$ cat src/rtl/clook_pkg.sv
// Shared types and constants of the C-LOOK request scheduler.
// No dependencies; used by the cell, the top level and the checker.
`timescale 1ns / 1ps
`default_nettype none

package clook_pkg;

  localparam int SECTOR_W  = 32;
  localparam int TAG_IN_W  = 8;
  localparam int TAG_MAX_W = 16;
  localparam int OCC_W     = 5;

  typedef enum logic {
    OP_ADD      = 1'b0,
    OP_DISPATCH = 1'b1
  } clook_op_t;

  typedef enum logic [1:0] {
    ST_ADDED      = 2'd0,
    ST_DISPATCHED = 2'd1,
    ST_EMPTY      = 2'd2,
    ST_FULL       = 2'd3
  } clook_status_t;

  typedef struct packed {
    clook_op_t             operation;
    logic [SECTOR_W-1:0]   sector;
    logic                  is_write;
    logic [TAG_IN_W-1:0]   tag;
  } clook_in_t;

  typedef struct packed {
    clook_status_t         status;
    logic [SECTOR_W-1:0]   out_sector;
    logic                  out_is_write;
    logic [TAG_IN_W-1:0]   out_tag;
    logic [OCC_W-1:0]      occupancy;
  } clook_out_t;

  // Per-cycle commands broadcast to every cell of the queue.
  typedef struct packed {
    logic add;
    logic pop;
  } clook_ctrl_t;

endpackage

`default_nettype wire

$ cat src/rtl/clook_cell.sv
// One queue cell of the C-LOOK scheduler: holds one request and shifts with its neighbors.
// Depends on clook_pkg.
`timescale 1ns / 1ps
`default_nettype none

module clook_cell #(
  parameter int TAG_WIDTH = 8
) (
  input  wire                           clk,
  input  clook_pkg::clook_ctrl_t        ctrl,
  input  wire                           occupied,
  input  wire [clook_pkg::SECTOR_W-1:0] head,
  input  wire [clook_pkg::SECTOR_W-1:0] new_sector,
  input  wire                           new_is_write,
  input  wire [TAG_WIDTH-1:0]           new_tag,
  input  wire                           prev_after,
  input  wire [clook_pkg::SECTOR_W-1:0] prev_sector,
  input  wire                           prev_is_write,
  input  wire [TAG_WIDTH-1:0]           prev_tag,
  input  wire [clook_pkg::SECTOR_W-1:0] next_sector,
  input  wire                           next_is_write,
  input  wire [TAG_WIDTH-1:0]           next_tag,
  output logic                          after,
  output logic [clook_pkg::SECTOR_W-1:0] sector,
  output logic                          is_write,
  output logic [TAG_WIDTH-1:0]          tag
);
  import clook_pkg::*;

  logic [SECTOR_W-1:0]  sector_r, sector_nxt;
  logic                 is_write_r, is_write_nxt;
  logic [TAG_WIDTH-1:0] tag_r, tag_nxt;
  logic                 below_head;
  logic                 above_new;

  // The new request belongs in front of this cell. Over the queue this flag is
  // a step (clear then set), since the cells are always in C-LOOK order; an
  // empty cell counts as set so that a request with no earlier slot lands at the tail.
  always_comb begin
    below_head = sector_r < head;
    above_new  = sector_r > new_sector;
    if (!occupied) begin
      after = 1'b1;
    end else if (new_sector >= head) begin
      after = below_head || above_new;
    end else begin
      after = below_head && above_new;
    end
  end

  // Add: cells past the slot take their left neighbor, the slot takes the new
  // request. Dispatch: every cell takes its right neighbor.
  always_comb begin
    sector_nxt   = sector_r;
    is_write_nxt = is_write_r;
    tag_nxt      = tag_r;
    if (ctrl.add) begin
      if (prev_after) begin
        sector_nxt   = prev_sector;
        is_write_nxt = prev_is_write;
        tag_nxt      = prev_tag;
      end else if (after) begin
        sector_nxt   = new_sector;
        is_write_nxt = new_is_write;
        tag_nxt      = new_tag;
      end
    end else if (ctrl.pop) begin
      sector_nxt   = next_sector;
      is_write_nxt = next_is_write;
      tag_nxt      = next_tag;
    end
  end

  // Payload storage, no reset needed.
  always_ff @(posedge clk) begin
    sector_r   <= sector_nxt;
    is_write_r <= is_write_nxt;
    tag_r      <= tag_nxt;
  end

  assign sector   = sector_r;
  assign is_write = is_write_r;
  assign tag      = tag_r;

endmodule

`default_nettype wire

$ cat src/rtl/clook_request_scheduler_core.sv
// Top level of the C-LOOK request scheduler: count, head position and a chain of cells.
// Depends on clook_pkg and clook_cell.
`timescale 1ns / 1ps
`default_nettype none

// The scheduler takes one command beat per clock cycle (add or dispatch) whenever
// busy is low; busy is high only in reset and until the first clock edge after
// it. The result appears on out_item with out_valid high for exactly one cycle,
// the cycle right after the command was taken, and the receiver has no way to
// hold it off, so it must capture it then. Each of the QUEUE_DEPTH cells compares
// its own sector with the head and the new sector, so the insertion slot is found
// and the whole queue shifts in the same cycle; that per-cell compare and shift
// sets the single-cycle rate. No clearing pass follows reset.
module clook_request_scheduler_core #(
  parameter int QUEUE_DEPTH = 16,
  parameter int TAG_WIDTH   = 8
) (
  input  wire                    clk,
  input  wire                    rst_n,
  input  wire                    start,
  output logic                   busy,
  input  clook_pkg::clook_in_t   in_item,
  output logic                   out_valid,
  output clook_pkg::clook_out_t  out_item
);
  import clook_pkg::*;

  localparam int CNT_W = $clog2(QUEUE_DEPTH + 1);

  logic [CNT_W-1:0]    count_r, count_nxt;
  logic [SECTOR_W-1:0] head_r, head_nxt;
  logic                busy_r;
  logic                out_valid_r, out_valid_nxt;
  clook_out_t          out_item_r, out_item_nxt;
  logic                accept;
  logic                is_full, is_empty;
  clook_ctrl_t         ctrl;

  logic [SECTOR_W-1:0]  cell_sector   [QUEUE_DEPTH];
  logic                 cell_is_write [QUEUE_DEPTH];
  logic [TAG_WIDTH-1:0] cell_tag      [QUEUE_DEPTH];
  logic [QUEUE_DEPTH-1:0] cell_after;

  logic [TAG_MAX_W-1:0] new_tag_wide;
  logic [TAG_WIDTH-1:0] new_tag;
  logic [TAG_MAX_W-1:0] front_tag_wide;
  logic [31:0]          occ_wide;

  // Command decode.
  assign accept   = start && !busy_r;
  assign is_full  = count_r == CNT_W'(QUEUE_DEPTH);
  assign is_empty = count_r == '0;
  assign ctrl.add = accept && (in_item.operation == OP_ADD) && !is_full;
  assign ctrl.pop = accept && (in_item.operation == OP_DISPATCH) && !is_empty;

  // Only the low TAG_WIDTH bits of the tag are kept.
  assign new_tag_wide   = TAG_MAX_W'(in_item.tag);
  assign new_tag        = new_tag_wide[TAG_WIDTH-1:0];
  assign front_tag_wide = TAG_MAX_W'(cell_tag[0]);

  // Chain of cells; cell 0 is the front of the queue.
  for (genvar i = 0; i < QUEUE_DEPTH; i++) begin : g_cell
    localparam int PREV = (i == 0) ? 0 : i - 1;
    localparam int NEXT = (i == QUEUE_DEPTH - 1) ? i : i + 1;

    clook_cell #(
      .TAG_WIDTH(TAG_WIDTH)
    ) u_cell (
      .clk           (clk),
      .ctrl          (ctrl),
      .occupied      (count_r > CNT_W'(i)),
      .head          (head_r),
      .new_sector    (in_item.sector),
      .new_is_write  (in_item.is_write),
      .new_tag       (new_tag),
      .prev_after    ((i == 0) ? 1'b0 : cell_after[PREV]),
      .prev_sector   (cell_sector[PREV]),
      .prev_is_write (cell_is_write[PREV]),
      .prev_tag      (cell_tag[PREV]),
      .next_sector   (cell_sector[NEXT]),
      .next_is_write (cell_is_write[NEXT]),
      .next_tag      (cell_tag[NEXT]),
      .after         (cell_after[i]),
      .sector        (cell_sector[i]),
      .is_write      (cell_is_write[i]),
      .tag           (cell_tag[i])
    );
  end

  // Count and head update.
  always_comb begin
    count_nxt = count_r;
    head_nxt  = head_r;
    if (ctrl.add) begin
      count_nxt = count_r + CNT_W'(1);
    end else if (ctrl.pop) begin
      count_nxt = count_r - CNT_W'(1);
      head_nxt  = cell_sector[0];
    end
  end

  assign occ_wide = 32'(count_nxt);

  // Result beat for the accepted command.
  always_comb begin
    out_valid_nxt             = accept;
    out_item_nxt.status       = ST_ADDED;
    out_item_nxt.out_sector   = '0;
    out_item_nxt.out_is_write = 1'b0;
    out_item_nxt.out_tag      = '0;
    out_item_nxt.occupancy    = occ_wide[OCC_W-1:0];
    unique case (in_item.operation)
      OP_ADD: begin
        out_item_nxt.status = is_full ? ST_FULL : ST_ADDED;
      end
      OP_DISPATCH: begin
        if (is_empty) begin
          out_item_nxt.status = ST_EMPTY;
        end else begin
          out_item_nxt.status       = ST_DISPATCHED;
          out_item_nxt.out_sector   = cell_sector[0];
          out_item_nxt.out_is_write = cell_is_write[0];
          out_item_nxt.out_tag      = front_tag_wide[TAG_IN_W-1:0];
        end
      end
      default: begin
        out_item_nxt.status = ST_ADDED;
      end
    endcase
  end

  // Control registers.
  always_ff @(posedge clk) begin
    if (!rst_n) begin
      count_r     <= '0;
      head_r      <= '0;
      busy_r      <= 1'b1;
      out_valid_r <= 1'b0;
    end else begin
      count_r     <= count_nxt;
      head_r      <= head_nxt;
      busy_r      <= 1'b0;
      out_valid_r <= out_valid_nxt;
    end
  end

  // Result payload register.
  always_ff @(posedge clk) begin
    out_item_r <= out_item_nxt;
  end

  assign busy      = busy_r;
  assign out_valid = out_valid_r;
  assign out_item  = out_item_r;

endmodule

`default_nettype wire

$ cat config.mk
export PLATFORM = sky130hd
export DESIGN_NAME = clook_request_scheduler_core
export DESIGN_NICKNAME = d
export VERILOG_FILES = /design/src/rtl/clook_pkg.sv /design/src/rtl/clook_cell.sv /design/src/rtl/clook_request_scheduler_core.sv
export SDC_FILE = /design/constraint.sdc
export NUM_CORES = 2
export LEC_CHECK = 0
export BUFFER_PORTS_ARGS = -buffer_cell sky130_fd_sc_hd__buf_2
export CORE_MARGIN = 2
export CORE_UTILIZATION = 50
export CTS_CLUSTER_SIZE = 25
export DETAILED_ROUTE_END_ITERATION = 8
export GPL_TIMING_DRIVEN = 0
export PLACE_DENSITY = 0.73
export SKIP_LAST_GASP = 1
export SLEW_MARGIN = 40
export SYNTH_ARGS = -nofsm -noshare
export SYNTH_HDL_FRONTEND = slang
export SYNTH_SLANG_ARGS = --single-unit
$ cat constraint.sdc
create_clock -name clk -period 16.6 [get_ports clk]
set_input_delay 0.83 -clock clk [delete_from_list [all_inputs] [get_ports clk]]
set_output_delay 0.83 -clock clk [all_outputs]
set_load 0.005 [all_outputs]
==> qor.yml <==
hold_path_class: "register to register"
ys_warn_count: 0
crit_type: "primary input to register"
pin_count: 95
gr-total-overflow: 0
yosysTopAreaCellShare: 0.3280
cts_inserted_buffers: 87
drive_above_1_share: 0.09043
nets: 7498
drtIter0Drc: 8296
slowest_delay_ns: 0.74
syn_area_per_cell_um2: 9.713
grt_start_max_net_pins: 21
tns_ns: 0
syn_nets: 7274
rows: 127
n_fill_cell: 10670
drc: 0
cts_setup_buffers: 0
crit_family: "buffers and inverters"
grt_pass1_wl_um: 344100
dieArea_um2: 122900
drt-total-wl_um: 240200
die_x_um: 350.6
power_density_nw_per_um2: 81.14
outcome: "finished, final reports clean"
reg2reg_setup_slack_ns: 11.11
slew_headroom: 0.3357
ys_types: 77
cpMostUsedCell: "buf_2"
start_util: 0.5026
clockRootBuffer: "clkbuf_16"
cts_tree: "yes"
dieHeight_um: 350.6
synth-edff-count: 656
syn_inst: 6184
seq_area_frac_synth: 0.3570
cts_resized: 0
fmax_ghz: 0.1629
crit_buf_inv: 7
cts_sinks: 743
min_period_over_period: 0.3697
multiInputGateArea_um2: 36820
crit_slowest_cell: "nor3_1"
vias_per_cell: 6.866
io_buffer_count: 93
post-route-min-period_ns: 6.137
finalSetupViolCount: 0
power_leakage_nw: 27.72
synthArstFlopShare: 0
hold_viol_final: 0
fin_skew_ns: 0.03119
crit_arrival_ns: 6.53
hold_buffers: 0
required_ns: 16.99
clock_path_buffers: 3
max-vdd-ir-drop_mv: 0.1102
end_kind: "register"
globalplace.congestion: 1.022
grt_util_all_layers: 0.3798
start_kind: "primary input"
wire_per_inst_um: 29.68
first_pass_iters: 7
synth_seq_cells: 743
core_region_area_um2: 119500
synth_commonest_cells: "1045 x ha_1, 656 x edfxtp_1, 639 x nand2_1"
synth_area_um2: 60060
antenna_found_initial: 7
tightest_slew_ns: 0.9861
seq_area_um2: 21440
grt_pass1_vias: 52080
clkLatencyLatePin_ns: 0.70
cp_cell_sequence: "buf_2, clkbuf_1, inv_2, ha_1, nand4_1, nor3_1, o21ai_0, o211ai_1, a31oi_1, o22ai_1, buf_2, buf_2, a21oi_1, a21oi_4, buf_16, buf_8"
dp_hpwl_um: 189500
slew_violations: 0
area_growth_pct: 10.91
clk_pin_slew_ns: 0.06
rsz0062_at_grt: "no"
cp_max_fo: 19
h-tree-depth: 3
post-synth-top-count-cell: "ha_1"
vias: 55570
ys.flop_type: "edfxtp_1"
netlist_top_cells_area: "edfxtp_1 33%, ha_1 22%, mux2i_1 5.7%"
holdWs_ns: 0.4694
yosysTopAreaCell: "edfxtp_1"
drv_cap: 0
ant_nets: 0
-- final timing paths --
check / start / to / depth (start not counted)
hold reg to reg: head_r[24] / head_r[24] / 2
setup reg to reg: head_r[0] / g_cell[6].u_cell.sector[25] / 11
setup / recovery: in_item[23] / g_cell[12].u_cell.sector[12] / 16
hold / removal: head_r[24] / head_r[24] / 2
-- sequential cells by signal, indices dropped and copies added (netlist names) --
signal	count
g_cell.u_cell.sector	512
count_r	5
g_cell.u_cell.is_write	16
out_valid	1
g_cell.u_cell.tag	128
busy	1
head_r	32
out_item	48
-- cells by family after synthesis --
family / after synthesis / share of synthesized area
AO/OA/AOI/OAI: 1842 / 0.1944
XOR/XNOR: 3 / 0.0004375
adder cells (fa/ha/maj): 1048 / 0.2182
buffers and inverters: 490 / 0.03468
flip-flops: 743 / 0.3570
multiplexers: 394 / 0.06668
AND/OR/NAND/NOR: 1664 / 0.1286
-- worst reg2reg max path, cell delays in order, from the launching register on --
cell and delay [ns]:
dfxtp_1 0.83, ha_1 0.37, nand2b_1 0.16, a31oi_1 0.19, o21ai_0 0.20, a211oi_2 0.63, o221ai_4 0.43, a21oi_1 0.90
o21ai_1 0.54, buf_2 0.36, a221oi_1 0.49, o21ai_0 0.15
-- through the flow --
| step | setup WS (ns) | cell area [µm²] | instances | total power [mW] | utilization |
|---|---|---|---|---|---|
| 5_1_grt | 10.48 | 66610 | 8092 | 5.535 | 0.5575 |
| 3_5_place_dp | 10.05 | 63490 | 7931 | 3.242 | 0.5313 |
| 6_report | 10.46 | 66620 | 8094 | 5.406 | 0.5575 |
| 3_3_place_gp | 6.083 | 62550 | 7889 | 3.186 | 0.5234 |
| 2_1_floorplan | 10.20 | 60060 | 6184 | 2.856 | - |
| 4_1_cts | 10.76 | 66570 | 8092 | 5.339 | 0.5571 |
-- area by class of cell --
class                   instances  share of cell area
diodes                          2          0.00007513
plain buffers                 375             0.02537
clock buffers                 114             0.03785
clock inverters                47            0.008358
inverters                     115            0.006480
multi-input cells            4951              0.5527
flip-flops and latches        743              0.3218
well taps                    1612             0.03028
repair buffers                135             0.01709
-- report_power, final --
part	switching (mW)	leakage (nW)	total, mW	internal [mW]
clock	0.889	1.50	2.15	1.26
sequential	0.101	6.76	2.25	2.15
combinational	0.661	19.5	1.01	0.352
-- metal layers --
| metal | vias to the layer above | GRT usage | wire (µm) |
|---|---|---|---|
| met3 | 809 | 0.07778 | 27900 |
| met2 | 3806 | 0.5614 | 100500 |
| met1 | 26630 | 0.5077 | 94490 |
| met5 | - | 0 | 15 |
| li1 | 24330 | - | - |
| met4 | 2 | 0.2378 | 17280 |
-- cell usage in the layout (no fill, tap or decap), drive strengths merged, types with 118 or more instances in the layout --
cell    Yosys  layout
mux2i     345     345
a21oi     584     584
clkbuf    285     400
nand4     154     154
nor3      125     125
nand2     640     640
inv       113     118
buf        90     224
o21ai     486     486
ha       1045    1045
nor2      382     382
edfxtp    656     656
a21o      192     192
Power figures use the tool's default switching activity.
